==> config.mk <==
export PLATFORM = sky130hd
export DESIGN_NAME = tnm_div_stage
export DESIGN_NICKNAME = d
export VERILOG_FILES = /design/src/sv/tick_to_nanosecond_muldiv_assert.svh /design/src/sv/tnm_pkg.sv /design/src/sv/tnm_div_stage.sv
export SDC_FILE = /design/constraint.sdc
export NUM_CORES = 1
export LEC_CHECK = 0
export ABC_AREA = 1
export BUFFER_PORTS_ARGS = -buffer_cell sky130_fd_sc_hd__buf_2
export CAP_MARGIN = 5
export CORE_MARGIN = 8
export CORE_UTILIZATION = 50
export CTS_BUF_LIST = sky130_fd_sc_hd__clkbuf_2 sky130_fd_sc_hd__clkbuf_4 sky130_fd_sc_hd__clkbuf_8
export CTS_CLUSTER_DIAMETER = 30
export DETAILED_ROUTE_END_ITERATION = 10
export GPL_TIMING_DRIVEN = 0
export HOLD_SLACK_MARGIN = 0.02
export PLACE_DENSITY = 0.74
export SLEW_MARGIN = 20
export SYNTH_ARGS = -nofsm -noshare
export SYNTH_HDL_FRONTEND = slang
export SYNTH_SLANG_ARGS = --single-unit
==> constraint.sdc <==
create_clock -name clk -period 19.1 [get_ports clk]
set_input_delay 3.82 -clock clk [delete_from_list [all_inputs] [get_ports clk]]
set_output_delay 3.82 -clock clk [all_outputs]
set_load 0.02 [all_outputs]
==> src/sv/tick_to_nanosecond_muldiv_assert.svh <==
// Assertion macros shared by the tick-to-nanosecond scaler RTL.
// Depends on nothing; included by modules that carry concurrent checks.
`ifndef TICK_TO_NANOSECOND_MULDIV_ASSERT_SVH
`define TICK_TO_NANOSECOND_MULDIV_ASSERT_SVH

// Same-cycle implication, disabled while reset is high.
`define TNM_ASSERT_NOW(label, clk, rst, ante, cons, msg) \
  label: assert property (@(posedge clk) disable iff (rst) (ante) |-> (cons)) else $error(msg);

// Next-cycle implication, disabled while reset is high.
`define TNM_ASSERT_NEXT(label, clk, rst, ante, cons, msg) \
  label: assert property (@(posedge clk) disable iff (rst) (ante) |=> (cons)) else $error(msg);

`endif

==> src/sv/tnm_pkg.sv <==
// Package for the tick-to-nanosecond scaler: widths, reset values,
// register indexes and the divider pipeline word. Depends on nothing.
package tnm_pkg;

  localparam int TICK_W    = 64;
  localparam int COEF_W    = 32;
  localparam int PROD_W    = TICK_W + COEF_W;
  localparam int CFG_IDX_W = 8;

  localparam logic [COEF_W-1:0] MULT_RESET = 32'd1000000000;
  localparam logic [COEF_W-1:0] DIV_RESET  = 32'd10000000;

  localparam logic [CFG_IDX_W-1:0] REG_MULTIPLIER = 8'd0;
  localparam logic [CFG_IDX_W-1:0] REG_DIVISOR    = 8'd1;

  // Restoring division: quotient bits resolved per divider stage.
  localparam int DIV_STEPS  = 4;
  localparam int DIV_STAGES = PROD_W / DIV_STEPS;

  // Partial remainder plus dividend bits still to consume, with quotient
  // bits shifted in at the bottom as the dividend bits leave the top.
  typedef struct packed {
    logic [COEF_W-1:0] rem;
    logic [PROD_W-1:0] sh;
  } div_word_t;

endpackage

==> src/sv/tnm_div_stage.sv <==
// One register stage of the pipelined restoring divider: resolves
// DIV_STEPS quotient bits per stage. Depends on tnm_pkg.
module tnm_div_stage (
  input  logic                       clk,
  input  logic                       rst,
  input  logic                       en,
  input  logic                       in_valid,
  input  tnm_pkg::div_word_t         in_word,
  input  logic [tnm_pkg::COEF_W-1:0] den,
  output logic                       out_valid,
  output tnm_pkg::div_word_t         out_word
);
  import tnm_pkg::*;

  div_word_t word_next;

  always_comb begin
    div_word_t         w;
    logic [COEF_W:0]   r_ext;
    logic [COEF_W:0]   d_ext;
    logic [COEF_W:0]   diff;
    logic              ge;
    w     = in_word;
    d_ext = {1'b0, den};
    for (int j = 0; j < DIV_STEPS; j++) begin
      r_ext = {w.rem, w.sh[PROD_W-1]};
      ge    = (r_ext >= d_ext);
      diff  = r_ext - d_ext;
      w.rem = ge ? diff[COEF_W-1:0] : r_ext[COEF_W-1:0];
      w.sh  = {w.sh[PROD_W-2:0], ge};
    end
    word_next = w;
  end

  always_ff @(posedge clk) begin
    if (rst) begin
      out_valid <= 1'b0;
    end else if (en) begin
      out_valid <= in_valid;
    end
  end

  // Payload needs no reset.
  always_ff @(posedge clk) begin
    if (en) begin
      out_word <= word_next;
    end
  end

endmodule

# Word level (Yosys, flattened, before mapping)

Cells that the tools add are included.

Add/subtract/negate cells: 4
Magnitude comparators: 4
Mux-type cells: 4

Operator list:

| operator       | count |
|---|---|
| $ge 33x32->1   | 4 |
| $mux 32        | 4 |
| $sub 32x32->32 | 4 |

Register bits after elaboration: 129
Output and inout port bits: 129
Logic and storage cells: 15

# Depth between registers and ports, before layout

Gate-level depths: netlist of the first run.

Word-level depth: 8
Gate-level depth with buffers: 64
Gate-level depth less buffers: 60

# Least setup slack after synthesis of the first run

No wires, ideal clock.

Kind: input port to flip-flop
Start: input in_word[95] (netlist bit)
End: register out_word[122] (netlist bit) (data pin)
Data arrival time: 11146 ps
Path slack: 7701 ps
Cell stages on the path: 57
Cell sequence: inv_1 ha_1 inv_2 fa_1 nand2_1 nand3_1 nand2_1 nor2_1 nor2_1 nor2_1 o21ai_0 nand2_1 or2_2 nand3_1 nand2_1 ha_1 nand2_1 o21ai_0 (+21 left out) nand3_4 buf_2 nand2_1 nand2_1 fa_1 nand3_1 nand2_1 nand2_1 nand3b_1 a21boi_0 o21ai_0 a21boi_0 o21ai_0 nand2_1 nand2_1 xor2_1 nand2_1 nand2_1

RTL lines:

| what                 | RTL line            | text |
|---|---|---|
| from (decl)          | tnm_div_stage.sv:8  | `input tnm_pkg::div_word_t in_word,` |
| to (signal assigned) | tnm_div_stage.sv:46 | `out_word <= word_next;` |
| to (decl)            | tnm_div_stage.sv:11 | `output tnm_pkg::div_word_t out_word` |

==> results of run 1 <==
[power by group through the flow]
stage               clock network, mW  logic, mW  registers [mW]
floorplan                           0       1.38           0.523
global placement                    0       1.98           0.446
detailed placement                  0       2.00           0.447
CTS                             0.226       2.01           0.441
global route                    0.236       2.25           0.445
finish                          0.220       2.04           0.440
[per-layer routing]
metal	up-vias	track usage, %
li1	7050	-
met1	6508	38.4
met2	544	56.0
met3	91	4.21
met4	0	14.4
met5	-	0
[metrics by stage]
step | hold WS, ns | cell area [um2] | cells
2_1_floorplan | 0.579 | 13400 | 1922
3_3_place_gp | 0.474 | 15300 | 2555
3_5_place_dp | 0.494 | 15300 | 2556
4_1_cts | 0.513 | 15700 | 2588
5_1_grt | 0.567 | 15700 | 2588
6_report | 0.506 | 15700 | 2588
[critical path: cells and delay by family]
kind / cells / cell delay (ns)
and+or+nand+nor: 35 / 3.90
AOI/OAI and AO/OA: 9 / 3.17
buffers and inverters: 8 / 2.19
adders and majority gates: 4 / 1.49
[layout make-up]
cell class	instances	area share (%)
Buffer	30	1.20
Multi-Input combinational cell	1542	54.2
Clock buffer	17	1.49
Sequential cell	129	24.6
Clock inverter	15	0.909
Inverter	221	5.30
Tap cell	341	2.72
Timing Repair Buffer	293	9.53
[how the worst min path moves through the flow]
| stage | startpoint | to | cells past startpoint | slack [ns] |
|---|---|---|---|---|
| after floorplan | out_valid | out_valid | 2 | 0.58 |
| after global placement | out_valid | out_valid | 2 | 0.47 |
| after detailed placement | out_valid | out_valid | 2 | 0.49 |
| after CTS | out_valid | out_valid | 2 | 0.51 |
| after global routing | out_valid | out_valid | 2 | 0.57 |
| final | out_valid | out_valid | 2 | 0.51 |
[state kept, by name (all words and copies together) (netlist names)]
register	flops
out_valid	1
out_word	128
[logic make-up (layout without fill, tap and decap cells)]
logic type / count (synthesis) / after routing
buffers and inverters: 251 / 576
AOI/OAI and AO/OA: 291 / 291
adders and majority gates: 132 / 132
and+or+nand+nor: 1026 / 1026
muxes: 1 / 1
xor gates and xnor gates: 92 / 92
DFF: 129 / 129
[cell usage after synthesis (all sizes together) (4+ instances only)]
| cell type | number |
|---|---|
| nor3 | 24 |
| or2 | 13 |
| nor4 | 10 |
| edfxtp | 128 |
| nand3b | 17 |
| xnor2 | 36 |
| nor2 | 151 |
| clkbuf | 4 |
| o21ai | 88 |
| nand3 | 146 |
| a21boi | 6 |
| inv | 221 |
| a21oi | 136 |
| a21o | 12 |
| a31oi | 10 |
| o21a | 4 |
| fa | 4 |
| o21bai | 18 |
| and2 | 4 |
| nand4 | 15 |
| ha | 128 |
| xor2 | 56 |
| buf | 26 |
| nand2 | 644 |
| a221oi | 4 |
| o211ai | 7 |
==> flow_metrics.tcl, run 1 <==
set metrics [dict create \
    drcViolationCount 0 \
    io_pins 293 \
    wl_met3_um 3370 \
    first_pass_iters 5 \
    seqCellArea_um2 3860 \
    vias 14200 \
    power.share.clock_pct 8.1 \
    io_buffers 292 \
    setup_tns_ns 0 \
    crit_arrival_ns 14.62 \
    nets 2530 \
    synth.mux.area_fraction_pct 0.0748 \
    p_sw_mw 1.49 \
    fin_crit_sh_pct 75.5 \
    regToRegSetupSlack_ns 18.51 \
    die_w_um 180 \
    rows 60 \
    grt_pass1_wl_um 80100 \
    slowest_delay_ns 0.62 \
    p_sw_share_pct 55.1 \
    rsz0062_at_grt "false" \
    grt_max_degree 81 \
    detail-route-antenna-nets 0 \
    cpMostUsedCell "nand2_1" \
    track_usage_pct 31.9 \
    startpoint "den[19]" \
    clk_latency_ns 0.42 \
    crit_type "in2reg" \
    vias_per_cell 5.48 \
    hold_buffers 0 \
    cts_resized 0 \
    fillers 2648 \
    power.density_nw_per_um2 172 \
    cp_slowest_cell "o21ai_0" \
    p_comb_share_pct 75.5 \
    fin_util_pct 58.9 \
    seq_area_frac_synth_pct 28.9 \
    die_area_um2 32300 \
    worst_slack_ns 4.68 \
    dp_hpwl_um 45500 \
    antenna_found_initial 0 \
    period_minus_slack_ns 14.42 \
    drt-met1-wl_um 21700 \
    multiInputGateArea_um2 8510 \
    die_y_um 180 \
    synth_edf_count 128 \
    n_antenna_cell 0 \
    cp_max_fo 10 \
    yosys_warnings 0 \
    synth_ff_type "edfxtp_1" \
    final.setup_skew_ns 0 \
    cp.required_ns 19.30 \
    vdd_drop_max_mv 0.114 \
    clock-sinks 129 \
    cts_setup_buffers 0 \
    crit_end "out_word[124]" \
    worst_setup_path_start_kind "input pin" \
    clockBufferDepth 2 \
    r2r_cells 2 \
    final_cell_mix "nand2_1, buf_2, inv_1" \
    hold_violations 0 \
    synthArstFlopShare_pct 0 \
    core_um2 26700 \
    avgSynthCellArea_um2 6.97 \
    netlist.top_cell.by_area "edfxtp_1" \
    dp_slack_ns 4.53 \
    drt-total-wl_um 53100 \
    cts_tree "built" \
    syn_inst 1922 \
    synth_area_um2 13400 \
    hold_path.class "reg2reg" \
    cts-root-buf "clkbuf_8" \
    cap_violations 0 \
    r2r-start "out_valid" \
    finalSetupViolations 0 \
    initial_core_util_pct 50.2 \
    place.gp.congestion 1.01 \
    p_leak_nw 8.06 \
    synth-compound-area-share_pct 12.3 \
    synthAdderAreaFrac_pct 12.6 \
    topRoutingLayerUsed "met4" \
    yosysUniqueCellTypes 54 \
    power_mw 2.70 \
    drt-initial-drc-count 998 \
    worstMarginPinSlew_ns 0.853 \
    relSlewSlack_pct 42.5 \
    grt_pass1_vias 13700 \
    synthSimpleGateAreaFrac_pct 32.6 \
    yosysTopAreaCellShare_pct 28.7 \
    syn2layout_area_growth_pct 17.2 \
    final_common_cell "nand2_1" \
    synth_top_family_by_area "simple AND/OR/NAND/NOR gates" \
    avgRoutedWirePerCell_um 20.5 \
    htreeDepth 4 \
    ys_seq_elements 129 \
    yosys-top-cells-area "edfxtp_1, nand2_1, ha_1, inv_1, nand3_1" \
    timing.rr.end "out_valid" \
    grt_overflow_total 0 \
    endpoint_kind "register" \
    p_int_mw 1.21 \
    cts_made_buffers 17 \
    synth_nets 2218 \
    wl_met2_um 25500 \
    seqPwrFrac_pct 16.3 \
    slew_viol_final 0 \
    synth_xor_area_share_pct 6.02 \
    cts.clk_slew.worst_paths_ns 0.09 \
    status "finished clean" \
    timing.fmax_mhz 69.4 \
    layout-drive-gt1-share_pct 17.8 \
]
Power figures use the tool's default switching activity.
==> run 2: changes to the inputs <==
PLACE_DENSITY = 0.77   (was 0.74)
clock period = 11.77 ns   (was 19.1 ns; I/O delays follow)
==> flow_metrics.tcl, run 2 (same netlist as run 1, synthesis figures left out) <==
set metrics [dict create \
    cts_made_buffers 17 \
    seqCellArea_um2 3860 \
    timing.rr.end "out_valid" \
    p_int_mw 2.05 \
    placed_cells 2556 \
    dp_hpwl_um 44300 \
    setup_tns_ns 0 \
    vias 14500 \
    nets 2545 \
    final_cells 2603 \
    n_antenna_cell 0 \
    cp_slowest_cell "ha_4" \
    cp_max_fo 10 \
    cp_num_cells 56 \
    drt-initial-drc-count 1236 \
    final.setup_skew_ns 0 \
    p_leak_nw 8.11 \
    slowest_delay_ns 0.41 \
    multiInputGateArea_um2 8770 \
    drt-total-wl_um 52600 \
    p_sw_share_pct 54.2 \
    avgRoutedWirePerCell_um 20.2 \
    cp_num_buf_inv 10 \
    first_pass_iters 6 \
    cpMostUsedCell "nand2_1" \
    dp_slack_ns -1.38 \
    clk_latency_ns 0.42 \
    cts-root-buf "clkbuf_8" \
    layout-drive-gt1-share_pct 20.7 \
    core_um2 26700 \
    htreeDepth 4 \
    antenna_found_initial 1 \
    p_sw_mw 2.42 \
    hold_violations 0 \
    syn2layout_area_growth_pct 20.8 \
    die_w_um 180 \
    stdcell_area_um2 16200 \
    regToRegSetupSlack_ns 11.17 \
    final_common_cell "nand2_1" \
    startpoint "den[21]" \
    largest_reg_flops 128 \
    crit_type "in2reg" \
    crit_arrival_ns 11.57 \
    grt_overflow_total 0 \
    finalSetupViolations 0 \
    fin_crit_sh_pct 96.9 \
    place.gp.congestion 1.00 \
    cap_violations 0 \
    power.density_nw_per_um2 276 \
    power_mw 4.47 \
    clockBufferDepth 2 \
    reg_top3 "out_word (128), out_valid (1)" \
    r2r-start "out_valid" \
    fillers 2524 \
    fin_util_pct 60.7 \
    rows 60 \
    cts.clk_slew.worst_paths_ns 0.08 \
    seqPwrFrac_pct 16.1 \
    clock-sinks 129 \
    relSlewSlack_pct 58.3 \
    drcViolationCount 0 \
    crit_family "simple AND/OR/NAND/NOR gates" \
    vdd_drop_max_mv 0.138 \
    worstMarginPinSlew_ns 0.619 \
    grt_pass1_vias 13800 \
    period_minus_slack_ns 11.41 \
    p_comb_share_pct 75.4 \
    io_buffers 292 \
    cp.required_ns 11.94 \
    io_pins 293 \
    endpoint_kind "register" \
    grt_max_degree 89 \
    die_y_um 180 \
    slew_viol_final 0 \
    track_usage_pct 31.1 \
    die_area_um2 32300 \
    status "finished clean" \
    final_cell_mix "nand2_1, buf_2, inv_1" \
    detail-route-antenna-nets 0 \
    worst_slack_ns 0.363 \
    top_register "out_word" \
    grt_pass1_wl_um 78600 \
    hold_buffers 0 \
    hold_path.class "reg2reg" \
    r2r_cells 2 \
    crit_end "out_word[117]" \
    vias_per_cell 5.56 \
    initial_core_util_pct 50.2 \
    power.share.clock_pct 8.5 \
    worst_setup_path_start_kind "input pin" \
    timing.fmax_mhz 87.7 \
    post_dp_cell_area_um2 15300 \
    hold-worst-slack_ns 0.515 \
    cts_tree "built" \
]
[run 2: cell types whose count changed in the layout (fill, tap and decap cells not counted), sizes merged]
cell      change
clkbuf        +1
inv          -14
clkinv        -3
bufinv        +2
buf          +14
clkinvlp     +15
[run 2: worst register-to-register path: stages (launching register included)]
cell     delay [ns]
dfxtp_1        0.32
mux2i_1        0.13
nor2_1         0.05
[run 2: cell type report]
| type | instances | share of cell area [%] |
|---|---|---|
| Buffer | 29 | 1.27 |
| Clock buffer | 17 | 1.45 |
| Clock inverter | 15 | 1.05 |
| Inverter | 221 | 5.47 |
| Multi-Input combinational cell | 1542 | 54.3 |
| Sequential cell | 129 | 23.9 |
| Tap cell | 341 | 2.64 |
| Timing Repair Buffer | 309 | 9.99 |
[run 2: power groups by stage]
stage | clock, mW | sequential (mW) | combinational (mW)
after global routing | 0.407 | 0.725 | 3.72
after detailed placement | 0 | 0.729 | 3.23
after global placement | 0 | 0.724 | 3.20
after CTS | 0.389 | 0.719 | 3.26
final | 0.382 | 0.718 | 3.37
after floorplan | 0 | 0.849 | 2.25
[run 2: worst min-delay path by stage]
stage,slack [ns],depth (start not counted),endpoint,start
floorplan,0.58,2,out_valid,out_valid
global placement,0.48,2,out_valid,out_valid
detailed placement,0.51,2,out_valid,out_valid
CTS,0.53,2,out_valid,out_valid
global route,0.57,2,out_valid,out_valid
finish,0.52,2,out_valid,out_valid
[run 2: what timing repair did]
action | CTS | global route
setup buffers | 2 | 14
gates resized for setup | 9 | 76
gates cloned | 0 | 0
endpoints found under the setup margin | 33 | 33
pin swaps | 1 | 5
[run 2: per-layer routing]
| layer | up-vias | wire, um | part of all wire, % | GRT usage (%) |
|---|---|---|---|---|
| met1 | 6626 | 21100 | 40 | 36.9 |
| met5 | - | 0 | 0 | 0 |
| met3 | 99 | 3810 | 7.2 | 4.64 |
| li1 | 7064 | - | - | - |
| met4 | 0 | 2190 | 4.2 | 13.7 |
| met2 | 688 | 25500 | 49 | 54.9 |
==> run 3: changes to the inputs <==
CELL_PAD_IN_SITES_DETAIL_PLACEMENT = 1   (was unset)
CELL_PAD_IN_SITES_GLOBAL_PLACEMENT = 1   (was unset)
CORE_UTILIZATION = 37   (was 50)
PLACE_DENSITY = unset   (was 0.77)
PLACE_DENSITY_LB_ADDON = 0.1   (was unset)
==> flow_metrics.tcl, run 3 (same netlist as run 1, synthesis figures left out) <==
set metrics [dict create \
    vias_per_cell 5.31 \
    finalSetupViolations 0 \
    cts-root-buf "clkbuf_8" \
    clock-sinks 129 \
    die_y_um 206 \
    placed_cells 2676 \
    detail-route-antenna-nets 0 \
    cp_num_buf_inv 7 \
    hold_path.class "reg2reg" \
    p_sw_share_pct 55.2 \
    reg_top3 "out_word (128), out_valid (1)" \
    relSlewSlack_pct 58.1 \
    power.share.clock_pct 8.2 \
    final_cells 2729 \
    crit_arrival_ns 11.53 \
    rows 69 \
    timing.fmax_mhz 88.3 \
    nets 2549 \
    die_area_um2 42500 \
    cp.required_ns 11.98 \
    crit_family "simple AND/OR/NAND/NOR gates" \
    avgRoutedWirePerCell_um 21.6 \
    die_w_um 206 \
    core_um2 35600 \
    final_cell_mix "nand2_1, buf_2, inv_1" \
    initial_core_util_pct 37.6 \
    vias 14500 \
    cts_made_buffers 17 \
    worst_slack_ns 0.450 \
    cap_violations 0 \
    largest_reg_flops 128 \
    io_pins 293 \
    grt_pass1_wl_um 87300 \
    dp_hpwl_um 50900 \
    crit_type "in2reg" \
    slowest_delay_ns 0.53 \
    drcViolationCount 0 \
    seqPwrFrac_pct 15.7 \
    grt.met3_usage_pct 5.88 \
    cts_tree "built" \
    post_dp_cell_area_um2 15500 \
    grt_pass1_vias 14700 \
    p_leak_nw 8.18 \
    slew_viol_final 0 \
    grt_max_degree 74 \
    track_usage_pct 26.9 \
    dp_slack_ns -1.42 \
    final.setup_skew_ns 0 \
    clk_latency_ns 0.45 \
    vdd_drop_max_mv 0.154 \
    htreeDepth 4 \
    layout-drive-gt1-share_pct 21.1 \
    place.gp.congestion 0.957 \
    endpoint_kind "register" \
    fin_crit_sh_pct 96.2 \
    p_comb_share_pct 76.2 \
    drt-initial-drc-count 967 \
    top_register "out_word" \
    drt-total-wl_um 59000 \
    hold_violations 0 \
    worst_setup_path_start_kind "input pin" \
    fillers 4658 \
    cpMostUsedCell "nand2_1" \
    p_int_mw 2.06 \
    cp_max_fo 10 \
    period_minus_slack_ns 11.32 \
    stdcell_area_um2 16400 \
    grt-busiest-layer "met2" \
    first_pass_iters 5 \
    cts.clk_slew.worst_paths_ns 0.09 \
    antenna_found_initial 3 \
    grt_util_met1_pct 34.7 \
    hold_buffers 0 \
    io_buffers 292 \
    final_common_cell "nand2_1" \
    power.density_nw_per_um2 280 \
    cp_slowest_cell "clkbuf_1" \
    p_sw_mw 2.54 \
    status "finished clean" \
    syn2layout_area_growth_pct 22.7 \
    worstMarginPinSlew_ns 0.621 \
    grt_overflow_total 0 \
    clockBufferDepth 2 \
    grt_use_met2_pct 44.8 \
    setup_tns_ns 0 \
]
[run 3: layer usage]
layer  routed length (um)  vias up
met5                   27        -
met4                 1070        4
met3                 4230       59
met2                27300      418
met1                26300     6913
li1                     -     7092
[run 3: cell type report]
class / count / area [um2] / share of cell area, %
multi-input combinational: 1542 / 8860 / 53.9
sequential: 129 / 3860 / 23.5
timing repair buffer: 312 / 1650 / 10.0
inverter: 221 / 858 / 5.22
tap: 461 / 577 / 3.51
clock buffer: 20 / 269 / 1.64
buffer: 30 / 229 / 1.39
clock inverter: 12 / 123 / 0.746
antenna: 2 / 5.00 / 0.0305
[run 3: worst register-to-register path, delay by kind of cell (launching register included)]
family,cells,cell delay [ns]
flip-flops,1,0.32
multiplexers,1,0.14
AND/OR/NAND/NOR,1,0.06
[run 3: what timing repair did]
action / in CTS / in global routing
resized for setup: 13 / 85
pin swaps: 1 / 11
setup endpoints to repair: 33 / 33
buffers inserted: 1 / 18
[run 3: power groups by stage]
stage / Combinational, mW / Sequential (mW) / Clock [mW]
after detailed placement: 3.34 / 0.732 / 0
after CTS: 3.38 / 0.723 / 0.388
final: 3.50 / 0.721 / 0.375
after global routing: 3.89 / 0.731 / 0.408
after global placement: 3.28 / 0.726 / 0
after floorplan: 2.25 / 0.849 / 0
[run 3: final timing paths]
check / cells past startpoint / start / to / slack (ns)
worst max-delay path: 56 / den[0] / out_word[126] / 0.45
worst min-delay path: 2 / out_valid / out_valid / 0.54
worst max register to register: 2 / out_valid / out_valid / 11.15
worst min register to register: 2 / out_valid / out_valid / 0.54
[run 3: stage by stage]
| stage | total power, mW | hold slack, ns | util, % |
|---|---|---|---|
| after floorplan | 3.09 | 0.579 | - |
| after global placement | 4.01 | 0.475 | 43.4 |
| after detailed placement | 4.07 | 0.524 | 43.5 |
| after CTS | 4.50 | 0.552 | 44.7 |
| after global routing | 5.03 | 0.599 | 46.2 |
| final | 4.60 | 0.543 | 46.2 |
